`src/hw/rtl/ntfsrl_pkg.sv`:
```
// ntfsrl_pkg: shared types and constants for the NTFS run-list decoder.
// No dependencies; used by ntfsrl_byte_parser and ntfs_runlist_decoder_unit.
package ntfsrl_pkg;

	localparam int unsigned DISK_W      = 48;
	localparam int unsigned CLUSTER_W   = 64;
	localparam int unsigned COUNT_W     = 16;
	localparam int unsigned PADDR_W     = 3;
	localparam int unsigned PDATA_W     = 64;
	localparam int unsigned M_TDATA_W   = 280;
	localparam logic [DISK_W-1:0] DISK_CLUSTERS_RST = 48'd1048576;
	localparam logic [COUNT_W-1:0] COUNT_MAX        = '1;
	localparam logic [CLUSTER_W-1:0] NO_CLUSTER     = '1;

	typedef enum logic [1:0] {
		PH_HEADER,
		PH_LENGTH,
		PH_OFFSET
	} phase_t;

	// One parsed byte's worth of work handed to the run resolver.
	typedef struct packed {
		logic                 clear;
		logic                 finish;
		logic                 summary;
		logic                 sparse;
		logic [CLUSTER_W-1:0] delta;
		logic [CLUSTER_W-1:0] length;
	} run_req_t;

endpackage

```
`src/hw/rtl/ntfsrl_byte_parser.sv`:
```
// ntfsrl_byte_parser: header/length/offset byte parsing for one run list.
// Holds the per-run gather state; emits a ntfsrl_pkg::run_req_t per byte.
// Depends on ntfsrl_pkg.
module ntfsrl_byte_parser (
	input  logic                clk,
	input  logic                arst_n,
	input  logic                adv,
	input  logic [7:0]          data_byte,
	input  logic                list_start,
	output ntfsrl_pkg::run_req_t req
);

	ntfsrl_pkg::phase_t ph_q, ph_d, ph_e;
	logic [3:0]  len_left_q, len_left_d;
	logic [3:0]  off_left_q, off_left_d;
	logic [3:0]  off_width_q, off_width_d;
	logic [3:0]  pos_q, pos_d;
	logic [63:0] len_acc_q, len_acc_d;
	logic [63:0] dlt_acc_q, dlt_acc_d;
	logic [63:0] dlt_sx;

	// sign-extend the offset at its byte width; wider than 7 bytes is taken as is
	always_comb begin
		case (off_width_q)
			4'd1: dlt_sx = {{56{dlt_acc_d[7]}},  dlt_acc_d[7:0]};
			4'd2: dlt_sx = {{48{dlt_acc_d[15]}}, dlt_acc_d[15:0]};
			4'd3: dlt_sx = {{40{dlt_acc_d[23]}}, dlt_acc_d[23:0]};
			4'd4: dlt_sx = {{32{dlt_acc_d[31]}}, dlt_acc_d[31:0]};
			4'd5: dlt_sx = {{24{dlt_acc_d[39]}}, dlt_acc_d[39:0]};
			4'd6: dlt_sx = {{16{dlt_acc_d[47]}}, dlt_acc_d[47:0]};
			4'd7: dlt_sx = {{8{dlt_acc_d[55]}},  dlt_acc_d[55:0]};
			default: dlt_sx = dlt_acc_d;
		endcase
	end

	assign ph_e = list_start ? ntfsrl_pkg::PH_HEADER : ph_q;

	always_comb begin
		ph_d        = ph_e;
		len_left_d  = len_left_q;
		off_left_d  = off_left_q;
		off_width_d = off_width_q;
		pos_d       = pos_q;
		len_acc_d   = len_acc_q;
		dlt_acc_d   = dlt_acc_q;
		req         = '0;
		req.clear   = list_start;
		unique case (ph_e)
			ntfsrl_pkg::PH_LENGTH: begin
				if (!pos_q[3])
					len_acc_d[{pos_q[2:0], 3'b000} +: 8] = data_byte;
				pos_d      = pos_q + 4'd1;
				len_left_d = len_left_q - 4'd1;
				if (len_left_d == 4'd0) begin
					if (off_left_q == 4'd0) begin
						req.finish = 1'b1;
						ph_d       = ntfsrl_pkg::PH_HEADER;
					end else begin
						ph_d  = ntfsrl_pkg::PH_OFFSET;
						pos_d = 4'd0;
					end
				end
			end
			ntfsrl_pkg::PH_OFFSET: begin
				if (!pos_q[3])
					dlt_acc_d[{pos_q[2:0], 3'b000} +: 8] = data_byte;
				pos_d      = pos_q + 4'd1;
				off_left_d = off_left_q - 4'd1;
				if (off_left_d == 4'd0) begin
					req.finish = 1'b1;
					ph_d       = ntfsrl_pkg::PH_HEADER;
				end
			end
			ntfsrl_pkg::PH_HEADER: begin
				if (data_byte == 8'd0) begin
					req.summary = 1'b1;
				end else begin
					len_left_d  = data_byte[3:0];
					off_left_d  = data_byte[7:4];
					off_width_d = data_byte[7:4];
					len_acc_d   = '0;
					dlt_acc_d   = '0;
					pos_d       = 4'd0;
					ph_d        = (data_byte[3:0] == 4'd0) ? ntfsrl_pkg::PH_OFFSET
					                                      : ntfsrl_pkg::PH_LENGTH;
				end
			end
			default: ph_d = ntfsrl_pkg::PH_HEADER;
		endcase
		req.sparse = (off_width_q == 4'd0);
		req.length = len_acc_d;
		req.delta  = dlt_sx;
	end

	always_ff @(posedge clk or negedge arst_n) begin
		if (!arst_n) begin
			ph_q        <= ntfsrl_pkg::PH_HEADER;
			len_left_q  <= '0;
			off_left_q  <= '0;
			off_width_q <= '0;
			pos_q       <= '0;
			len_acc_q   <= '0;
			dlt_acc_q   <= '0;
		end else if (adv) begin
			ph_q        <= ph_d;
			len_left_q  <= len_left_d;
			off_left_q  <= off_left_d;
			off_width_q <= off_width_d;
			pos_q       <= pos_d;
			len_acc_q   <= len_acc_d;
			dlt_acc_q   <= dlt_acc_d;
		end
	end

endmodule

```
`src/hw/rtl/ntfs_runlist_decoder_unit.sv`:
```
// ntfs_runlist_decoder_unit: byte-stream NTFS data-run list decoder, top level.
// Instantiates ntfsrl_byte_parser; uses ntfsrl_pkg.
//
// Takes one run-list byte per request on the slave stream (tuser marks the
// first byte of a new list) and returns one request on the master stream per
// completed run, plus a summary request (tlast high) for each zero header.
// A byte is accepted every cycle when the output side keeps up; each byte
// passes four register stages (input, cluster add and clamp, run check and
// totals, output) on its way to the master stream.
// Stalls on the master side fill empty stages first. disk_clusters sits at
// APB address 0 and may only be written while the decoder is idle.
module ntfs_runlist_decoder_unit (
	input  logic                               clk,
	input  logic                               arst_n,
	// slave stream
	input  logic                               s_tvalid,
	output logic                               s_tready,
	input  logic [7:0]                         s_tdata,   // [7:0] data_byte
	input  logic [0:0]                         s_tuser,   // [0] list_start
	// master stream
	output logic                               m_tvalid,
	input  logic                               m_tready,
	// [63:0] run_cluster, [127:64] run_clusters, [128] run_sparse,
	// [129] run_accepted, [130] is_fragmented, [146:131] fragment_count,
	// [210:147] first_cluster, [274:211] total_clusters, rest zero
	output logic [ntfsrl_pkg::M_TDATA_W-1:0]   m_tdata,
	output logic                               m_tlast,   // list_end
	// APB config
	input  logic                               psel,
	input  logic                               penable,
	input  logic                               pwrite,
	input  logic [ntfsrl_pkg::PADDR_W-1:0]     paddr,
	input  logic [ntfsrl_pkg::PDATA_W-1:0]     pwdata,
	output logic [ntfsrl_pkg::PDATA_W-1:0]     prdata,
	output logic                               pready
);

	logic [ntfsrl_pkg::DISK_W-1:0] disk_q;
	logic [63:0]                   disk64;

	// single register: every address decodes to disk_clusters
	assign pready = 1'b1;
	assign prdata = {{(ntfsrl_pkg::PDATA_W-ntfsrl_pkg::DISK_W){1'b0}}, disk_q};
	assign disk64 = {16'd0, disk_q};

	always_ff @(posedge clk or negedge arst_n) begin
		if (!arst_n) begin
			disk_q <= ntfsrl_pkg::DISK_CLUSTERS_RST;
		end else if (psel && penable && pwrite && pready && (paddr == paddr)) begin
			disk_q <= pwdata[ntfsrl_pkg::DISK_W-1:0];
		end
	end

	// stage enables, bubbles collapse
	logic en1, en2, en3, en4;
	logic v1_s1, v2_s2, v3_s3, v4_q;

	assign en4      = !v4_q || m_tready;
	assign en3      = !v3_s3 || en4;
	assign en2      = !v2_s2 || en3;
	assign en1      = !v1_s1 || en2;
	assign s_tready = en1;

	// stage 1: input register
	logic [7:0] byte_s1;
	logic       start_s1;

	always_ff @(posedge clk or negedge arst_n) begin
		if (!arst_n) begin
			v1_s1 <= 1'b0;
		end else if (en1) begin
			v1_s1 <= s_tvalid;
		end
	end

	always_ff @(posedge clk) begin
		if (en1) begin
			byte_s1  <= s_tdata;
			start_s1 <= s_tuser[0];
		end
	end

	ntfsrl_pkg::run_req_t req_d, req_s2;

	ntfsrl_byte_parser u_parser (
		.clk        (clk),
		.arst_n     (arst_n),
		.adv        (v1_s1 && en2),
		.data_byte  (byte_s1),
		.list_start (start_s1),
		.req        (req_d)
	);

	// stage 2: cluster add and clamp
	always_ff @(posedge clk or negedge arst_n) begin
		if (!arst_n) begin
			v2_s2 <= 1'b0;
		end else if (en2) begin
			v2_s2 <= v1_s1;
		end
	end

	always_ff @(posedge clk) begin
		if (en2)
			req_s2 <= req_d;
	end

	logic [63:0] prev_q, prev_e, cl_raw, cl_d, len_d;

	assign prev_e = req_s2.clear ? 64'd0 : prev_q;
	assign cl_raw = prev_e + req_s2.delta;
	assign cl_d   = (cl_raw > disk64) ? {36'd0, cl_raw[23:0], 4'd0} : cl_raw;
	assign len_d  = (req_s2.length > disk64) ? {32'd0, req_s2.length[23:0], 8'd0}
	                                         : req_s2.length;

	always_ff @(posedge clk or negedge arst_n) begin
		if (!arst_n) begin
			prev_q <= '0;
		end else if (v2_s2 && en3) begin
			if (req_s2.finish)
				prev_q <= cl_d;
			else if (req_s2.clear)
				prev_q <= '0;
		end
	end

	// stage 3: range check, contiguity and totals
	logic        clear_s3, finish_s3, summary_s3, sparse_s3;
	logic [63:0] cl_s3, len_s3;

	always_ff @(posedge clk or negedge arst_n) begin
		if (!arst_n) begin
			v3_s3 <= 1'b0;
		end else if (en3) begin
			v3_s3 <= v2_s2;
		end
	end

	always_ff @(posedge clk) begin
		if (en3) begin
			clear_s3   <= req_s2.clear;
			finish_s3  <= req_s2.finish;
			summary_s3 <= req_s2.summary;
			sparse_s3  <= req_s2.sparse;
			cl_s3      <= cl_d;
			len_s3     <= len_d;
		end
	end

	logic                            have_q, have_e, have_d;
	logic                            frag_q, frag_e, frag_d;
	logic [ntfsrl_pkg::COUNT_W-1:0]  tally_q, tally_e, tally_d;
	logic [63:0]                     start_q, start_e, start_d;
	logic [63:0]                     sum_q, sum_e, sum_d;
	logic [63:0]                     solid_q, solid_e, solid_d;
	logic [63:0]                     end_q, end_d;
	logic                            run_ok;

	assign have_e  = clear_s3 ? 1'b0 : have_q;
	assign frag_e  = clear_s3 ? 1'b0 : frag_q;
	assign tally_e = clear_s3 ? '0 : tally_q;
	assign start_e = clear_s3 ? ntfsrl_pkg::NO_CLUSTER : start_q;
	assign sum_e   = clear_s3 ? 64'd0 : sum_q;
	assign solid_e = clear_s3 ? 64'd0 : solid_q;

	assign run_ok = (cl_s3 < disk64) && (len_s3 != 64'd0) && (len_s3 < disk64);

	always_comb begin
		have_d  = have_e;
		frag_d  = frag_e;
		tally_d = tally_e;
		start_d = start_e;
		sum_d   = sum_e;
		solid_d = solid_e;
		end_d   = end_q;
		if (finish_s3 && run_ok) begin
			if (tally_e != ntfsrl_pkg::COUNT_MAX)
				tally_d = tally_e + 1'b1;
			if (!sparse_s3) begin
				if (have_e && (end_q != cl_s3))
					frag_d = 1'b1;
				solid_d = len_s3;
			end
			end_d  = cl_s3 + (sparse_s3 ? solid_e : len_s3);
			have_d = 1'b1;
			if (start_e == ntfsrl_pkg::NO_CLUSTER)
				start_d = cl_s3;
			sum_d = sum_e + len_s3;
		end
	end

	always_ff @(posedge clk or negedge arst_n) begin
		if (!arst_n) begin
			have_q  <= 1'b0;
			frag_q  <= 1'b0;
			tally_q <= '0;
			start_q <= ntfsrl_pkg::NO_CLUSTER;
			sum_q   <= '0;
			solid_q <= '0;
			end_q   <= '0;
		end else if (v3_s3 && en4) begin
			have_q  <= have_d;
			frag_q  <= frag_d;
			tally_q <= tally_d;
			start_q <= start_d;
			sum_q   <= sum_d;
			solid_q <= solid_d;
			end_q   <= end_d;
		end
	end

	// output register
	logic [63:0]                    o_cl_q, o_len_q, o_first_q, o_total_q;
	logic                           o_sparse_q, o_ok_q, o_frag_q, o_end_q;
	logic [ntfsrl_pkg::COUNT_W-1:0] o_count_q;

	always_ff @(posedge clk or negedge arst_n) begin
		if (!arst_n) begin
			v4_q <= 1'b0;
		end else if (en4) begin
			v4_q <= v3_s3 && (finish_s3 || summary_s3);
		end
	end

	always_ff @(posedge clk) begin
		if (en4) begin
			o_cl_q     <= finish_s3 ? cl_s3 : 64'd0;
			o_len_q    <= finish_s3 ? len_s3 : 64'd0;
			o_sparse_q <= finish_s3 && sparse_s3;
			o_ok_q     <= finish_s3 && run_ok;
			o_frag_q   <= frag_d;
			o_count_q  <= tally_d;
			o_first_q  <= start_d;
			o_total_q  <= sum_d;
			o_end_q    <= summary_s3;
		end
	end

	assign m_tvalid = v4_q;
	assign m_tlast  = o_end_q;
	assign m_tdata  = {5'd0, o_total_q, o_first_q, o_count_q, o_frag_q, o_ok_q,
	                   o_sparse_q, o_len_q, o_cl_q};

endmodule

```
`config.mk`:
```
export PLATFORM = sky130hd
export DESIGN_NAME = ntfs_runlist_decoder_unit
export DESIGN_NICKNAME = d
export VERILOG_FILES = /design/src/hw/rtl/ntfsrl_pkg.sv /design/src/hw/rtl/ntfsrl_byte_parser.sv /design/src/hw/rtl/ntfs_runlist_decoder_unit.sv
export SDC_FILE = /design/constraint.sdc
export NUM_CORES = 2
export LEC_CHECK = 0
export BUFFER_PORTS_ARGS = -buffer_cell sky130_fd_sc_hd__buf_2
export CAP_MARGIN = 15
export CORE_ASPECT_RATIO = 0.6
export CORE_MARGIN = 2
export CORE_UTILIZATION = 49
export DETAILED_ROUTE_END_ITERATION = 7
export GPL_ROUTABILITY_DRIVEN = 0
export GPL_TIMING_DRIVEN = 0
export PLACE_DENSITY = 0.73
export SLEW_MARGIN = 20
export SYNTH_ARGS = -nofsm -noshare
export SYNTH_HDL_FRONTEND = slang
export SYNTH_SLANG_ARGS = --single-unit
```
`constraint.sdc`:
```
create_clock -name clk -period 21.2 [get_ports clk]
set_clock_uncertainty 0.1 [all_clocks]
set_input_delay 3.18 -clock clk [delete_from_list [all_inputs] [get_ports clk]]
set_output_delay 3.18 -clock clk [all_outputs]
set_load 0.01 [all_outputs]
```
# --- After elaboration in Yosys (flattened, before gate mapping) ---
# Cells that the tools add are included.
classes:
  addsub: 8
  magnitude_cmp: 4
  n_mux: 50
  n_shift: 2
  n_reduce_logical: 36
  eq_ne: 13
  div: 0
  n_bitwise: 1
  n_mul: 0
op_table:
  columns: ["cell", "n"]
  rows:
  - ["64-bit 2-to-1 mux", 15]
  - ["64-bit one-hot mux with 7 select lines", 1]
  - ["64-bit one-hot mux with 2 select lines", 2]
  - ["64-bit adder", 3]
  - ["64-bit bitwise mux", 2]
  - ["64-bit by 48-bit greater-than comparator with 1-bit output", 2]
  - ["64-bit by 48-bit less-than comparator with 1-bit output", 2]
  - ["64-bit equality test, second input constant", 1]
  - ["64-bit != test", 1]
  - ["64-bit nonzero test", 1]
  - ["8-bit by 8-bit variable shift with 64-bit output, first input constant", 1]
  - ["8-bit by 8-bit indexed part select with 64-bit output", 1]
  - ["16-bit 2-to-1 mux", 3]
  - ["32-bit 2-to-1 mux", 1]
  - ["4-bit logical NOT", 5]
  - ["4-bit 2-to-1 mux", 5]
  - ["16-bit by 1-bit adder with 16-bit output, second input constant", 1]
  - ["4-bit by 3-bit equality test with 1-bit output, second input constant", 4]
  - ["16-bit != test, second input constant", 1]
  - ["4-bit one-hot mux with 2 select lines", 2]
  - ["2-bit 2-to-1 mux", 6]
  - ["4-bit one-hot mux with 3 select lines", 1]
  - ["3-bit AND reduction", 4]
  - ["1-bit logical AND", 11]
  - ["19 further kinds", 38]
word_totals:
  latch_bits: 0
  input_bits: 83
  word_cells: 158
  ff_bits: 1085
  memories: 0
  mem_bits_rw: 0
  rom_bits: 0
  output_inout_bits: 348

# --- Logic depth before layout (Yosys ltp) ---
depth:
  ltp_word: 6
  mapped_depth: 31
  mapped_depth_nobuf: 27

# --- Cells and area by module ---
# Synthesis repeated with hierarchy kept, for this count alone.
unflattened:
  hier_cells: 6023
  hier_area_um2: 62429.9
by_module_without_submodules:
  columns: ["module", "cells_each", "area_each_um2", "n_inst"]
  rows:
  - ["ntfs_runlist_decoder_unit", 4832, 52579.2, 1]
  - ["ntfsrl_byte_parser", 1191, 9850.7, 1]

# --- Worst setup path before layout ---
# OpenSTA, ideal clock, no wires.
synth_timing:
  path_kind: "input to register"
  start: "input port m_tready"
  end: "register start_q[10]"
  stages: 7
  setup_slack_ns: 10.335
  required_time_ns: 21.020
  t_arrival_ns: 10.685
  cell_sequence: "nor2b_1 -> inv_1 -> nand2_1 -> or3_1 -> clkbuf_1 -> buf_1 -> o22a_1"
synth_between:
  elab_chain_len: 2
synth_lines:
  columns: ["item", "line", "rtl"]
  rows:
  - ["start, declared", "ntfs_runlist_decoder_unit.sv:22", "input logic m_tready,"]
  - ["1-bit logical OR", "ntfs_runlist_decoder_unit.sv:58", "assign en4 = !v4_q || m_tready;"]
  - ["named net en4", "ntfs_runlist_decoder_unit.sv:55", "logic en1, en2, en3, en4;"]
  - ["1-bit logical AND", "ntfs_runlist_decoder_unit.sv:201", "end else if (v3_s3 && en4) begin"]
  - ["end signal, assigned", "ntfs_runlist_decoder_unit.sv:197", "start_q <= ntfsrl_pkg::NO_CLUSTER;"]
  - ["end signal, assigned", "ntfs_runlist_decoder_unit.sv:205", "start_q <= start_d;"]
  - ["end, declared", "ntfs_runlist_decoder_unit.sv:153", "logic [63:0] start_q, start_e, start_d;"]
# The timed path passes the listed nets, and every way through them passes these cells.
# A chain may end at the register's enable or synchronous reset.

# --- Final worst setup path ---
layout_timing:
  start: "register req_s2[131] (netlist name)"
  end: "register prev_q[25]"
layout_between:
  elab_chain_len: 5
layout_lines:
  columns: ["item", "line", "rtl"]
  rows:
  - ["start, declared", "ntfs_runlist_decoder_unit.sv:83", "ntfsrl_pkg::run_req_t req_d, req_s2;"]
  - ["start signal, assigned", "ntfs_runlist_decoder_unit.sv:105", "req_s2 <= req_d;"]
  - ["64-bit 2-to-1 mux (*)", null, null]
  - ["64-bit adder (*)", "ntfs_runlist_decoder_unit.sv:111", "assign cl_raw = prev_e + req_s2.delta;"]
  - ["64-bit by 48-bit greater-than comparator with 1-bit output", "ntfs_runlist_decoder_unit.sv:112", "assign cl_d = (cl_raw > disk64) ? {36'd0, cl_raw[23:0], 4'd0} : cl_raw;"]
  - ["64-bit 2-to-1 mux (*)", "ntfs_runlist_decoder_unit.sv:112", null]
  - ["named net cl_d[25]", "ntfs_runlist_decoder_unit.sv:108", "logic [63:0] prev_q, prev_e, cl_raw, cl_d, len_d;"]
  - ["64-bit 2-to-1 mux (*)", "ntfs_runlist_decoder_unit.sv:120", "if (req_s2.finish)"]
  - ["end signal, assigned", "ntfs_runlist_decoder_unit.sv:121", "prev_q <= cl_d;"]
  - ["end, declared", "ntfs_runlist_decoder_unit.sv:108", null]
# Mark *: on every way through the listed nets, which the timed path passes. The rest lies on a longest branch.

==> flow_summary_export.csv <==
group,metric,value,unit
run_status,outcome,"finished, violations left",
run_status,failed_checks,"design-rule violations",
timing,slew_headroom,12.5,%
floorplan,die_h,278,µm
route,vias_per_cell,6.39,
grt,grt_max_degree,113,
clock_tree,cts_sinks,1085,
timing,setup_slack,10.45,ns
route,wire_per_inst,26.7,µm
logic_synthesis,yosysWarnings,0,
setup_path,critPathMaxStageDelay,0.95,ns
setup_path,cp_top_family,"compound AO/OA/AOI/OAI gates",
timing,min_period_over_period,50.7,%
power,cellLeakagePower,31.1,nW
logic_synthesis,synthCells,5939,
logic_synthesis,avgSynthCellArea,10.3,µm²
clock_tree,h-tree-depth,3,
logic_synthesis,ys_seq_elements,1085,
clock_tree,post_cts_buffers,0,
setup_path,crit_buf_inv,5,
grt,grt_pass1_wl,317000,µm
timing,hold_ws,0.324,ns
floorplan,die_w,460,µm
power,power,5.61,mW
logic_synthesis,synth_area,61200,µm²
finish,fin_cells,8274,
placed_design,dp.cells,8077,
clock_tree,postCtsResizedCells,0,
timing,setup_violations,0,
floorplan,core_area,124000,µm²
grt,overflow,0,
setup_path,cp_data_arrival_time,11.27,ns
logic_synthesis,synthFlopType,"edfxtp_1",
clock_tree,worstSkewPairLatency,0.76,ns
timing,slew_viol_final,0,
route,drt_iter0_drc,8437,
grt,grt_most_used_layer,"met1",
route,first_pass_iters,8,
grt,grt_pass1_vias,48200,
timing,finalCriticalPeriod,10.75,ns
grt,gr-usage-met1,49.6,%
clock_tree,cts_tree,"yes",
setup_path,startpoint_type,"register",
timing,tns,0,ns
setup_path,end_kind,"register",
floorplan,die-area,128000,µm²
placed_design,dpl_worst_slack,10.99,ns
setup_path,cpMaxStageDelayCell,"a211oi_1",
finish,nets,6975,
power,peakVddDrop,0.0000710,V
finish,mostFrequentLayoutCell,"nand2_1",
finish,layout_common_cells,"769 x nand2_1, 549 x edfxtp_1, 497 x o21ai_0",
finish,area_delta_synth_final,13.3,%
logic_synthesis,ys_async_sr_fraction,49.4,%
setup_path,crit_type,"register to register",
clock_tree,path_clk_slew,0.08,ns
worst_hold_path,hp-class,"register to register",
clock_tree,cts_inserted_buffers,102,
timing,fmax,93.0,MHz
route,drc,2,
grt,use_met3,16.0,%
clock_tree,cts_root_buf,"clkbuf_16",
route,wirelength,221000,µm
logic_synthesis,synth_edf_count,549,
job,max_cap_viol_count,0,
timing,timing.final.hold_violations,0,
timing,worst_pin_slew,1.31,ns
timing,rsz0062_at_grt,"false",
setup_path,cp.required,21.71,ns
grt,grtUsageMet2,42.4,%
logic_synthesis,ys_seq_area_share,49.0,%
route,ant_nets,0,
route,num_vias,52900,
floorplan,rows,100,
grt,antenna_found_initial,14,
logic_synthesis,yosys.cell_types.count,88,
floorplan,io_pins,431,
grt,grt_util_all_layers,33.5,%
power,power.density,80.8,nW/µm²
clock_tree,clockBufferDepth,3,
setup_path,crit_fanout,10,
finish,drive_gt1_share,13.0,%
placed_design,place.detailed.hpwl,167000,µm
clock_tree,cts_hold_buf,0,
floorplan,start_util,49.4,%
placed_design,port_buffers,389,
[layout make-up]
cell class                 instances  area [µm²]
fill                           10500       54600
tap                             1683        2110
clock buffer                     129        2810
multi-input combinational       4378       29400
antenna                            5        12.5
sequential                      1085       30000
timing repair buffer             403        2290
buffer                           348        1430
inverter                         180         683
clock inverter                    63         681
[logic make-up (layout without fill, tap and decap cells)]
logic type | Yosys count | count (layout) | synth area share [%]
and+or+nand+nor | 1853 | 1853 | 14.7
AOI/OAI and AO/OA | 1683 | 1683 | 18.6
xor gates and xnor gates | 257 | 257 | 3.68
adders and majority gates | 394 | 394 | 8.09
muxes | 137 | 137 | 2.60
other | 2 | 59 | 0.0123
buffers and inverters | 528 | 1123 | 3.43
DFF | 1085 | 1085 | 49.0
[path summary, 6_finish.rpt]
path | cells past startpoint | endpoint | start | slack (ns)
setup / recovery | 27 | prev_q[25] | req_s2[131] | 10.45
hold / removal | 0 | summary_s3 | req_s2[129] | 0.32
setup reg to reg | 27 | prev_q[25] | req_s2[131] | 10.45
hold reg to reg | 0 | summary_s3 | req_s2[129] | 0.32
max in group asynchronous | 4 | disk_q[39] | arst_n | 16.90
min in group asynchronous | 1 | tally_q[1] | arst_n | 2.23
[registers in the layout, indices dropped and copies added (netlist names), 48 cells and up]
signal,count
req_s2,132
cl_s3,64
end_q,64
len_s3,64
o_cl_q,64
o_first_q,64
o_len_q,64
o_total_q,64
prev_q,64
solid_q,64
start_q,64
sum_q,64
u_parser.dlt_acc_q,64
u_parser.len_acc_q,64
disk_q,48
[synthesized netlist by cell type, types with 55 or more instances]
| cell | count | area share, % |
|---|---|---|
| nand2_1 | 770 | 4.7 |
| edfxtp_1 | 549 | 27 |
| o21ai_0 | 497 | 4.1 |
| dfrtp_1 | 471 | 19 |
| ha_1 | 391 | 8.0 |
| clkbuf_1 | 286 | 1.8 |
| a21oi_1 | 270 | 2.2 |
| a22o_1 | 269 | 3.8 |
| nor2_1 | 265 | 1.6 |
| and2_1 | 208 | 2.1 |
| inv_1 | 179 | 1.1 |
| nor2b_1 | 174 | 1.8 |
| xnor2_1 | 172 | 2.5 |
| a21o_1 | 154 | 1.9 |
| nand4_1 | 126 | 1.3 |
| mux2_2 | 116 | 2.1 |
| o22a_1 | 96 | 1.4 |
| xor2_1 | 85 | 1.2 |
| o21a_1 | 69 | 0.85 |
| dfstp_2 | 65 | 2.8 |
| nand3_1 | 59 | 0.48 |
| nand2b_1 | 55 | 0.56 |
[per-stage QoR]
stage	util [%]	cell area (µm²)
global placement	52.8	65500
finish	56.0	69400
CTS	56.0	69400
global route	56.0	69400
detailed placement	53.2	65900
floorplan	-	61400
[report_power, final]
group	switching [mW]	leakage, nW	internal, mW
logic	0.734	16.0	0.366
clock network	0.875	1.73	1.09
registers	0.205	13.4	2.34
[layer usage]
metal	share of wire [%]	vias up
li1	-	22800
met1	41	25500
met2	37	3997
met3	18	496
met4	3.4	12
met5	0.11	-
No activity file was read; power rests on OpenSTA's default activity.
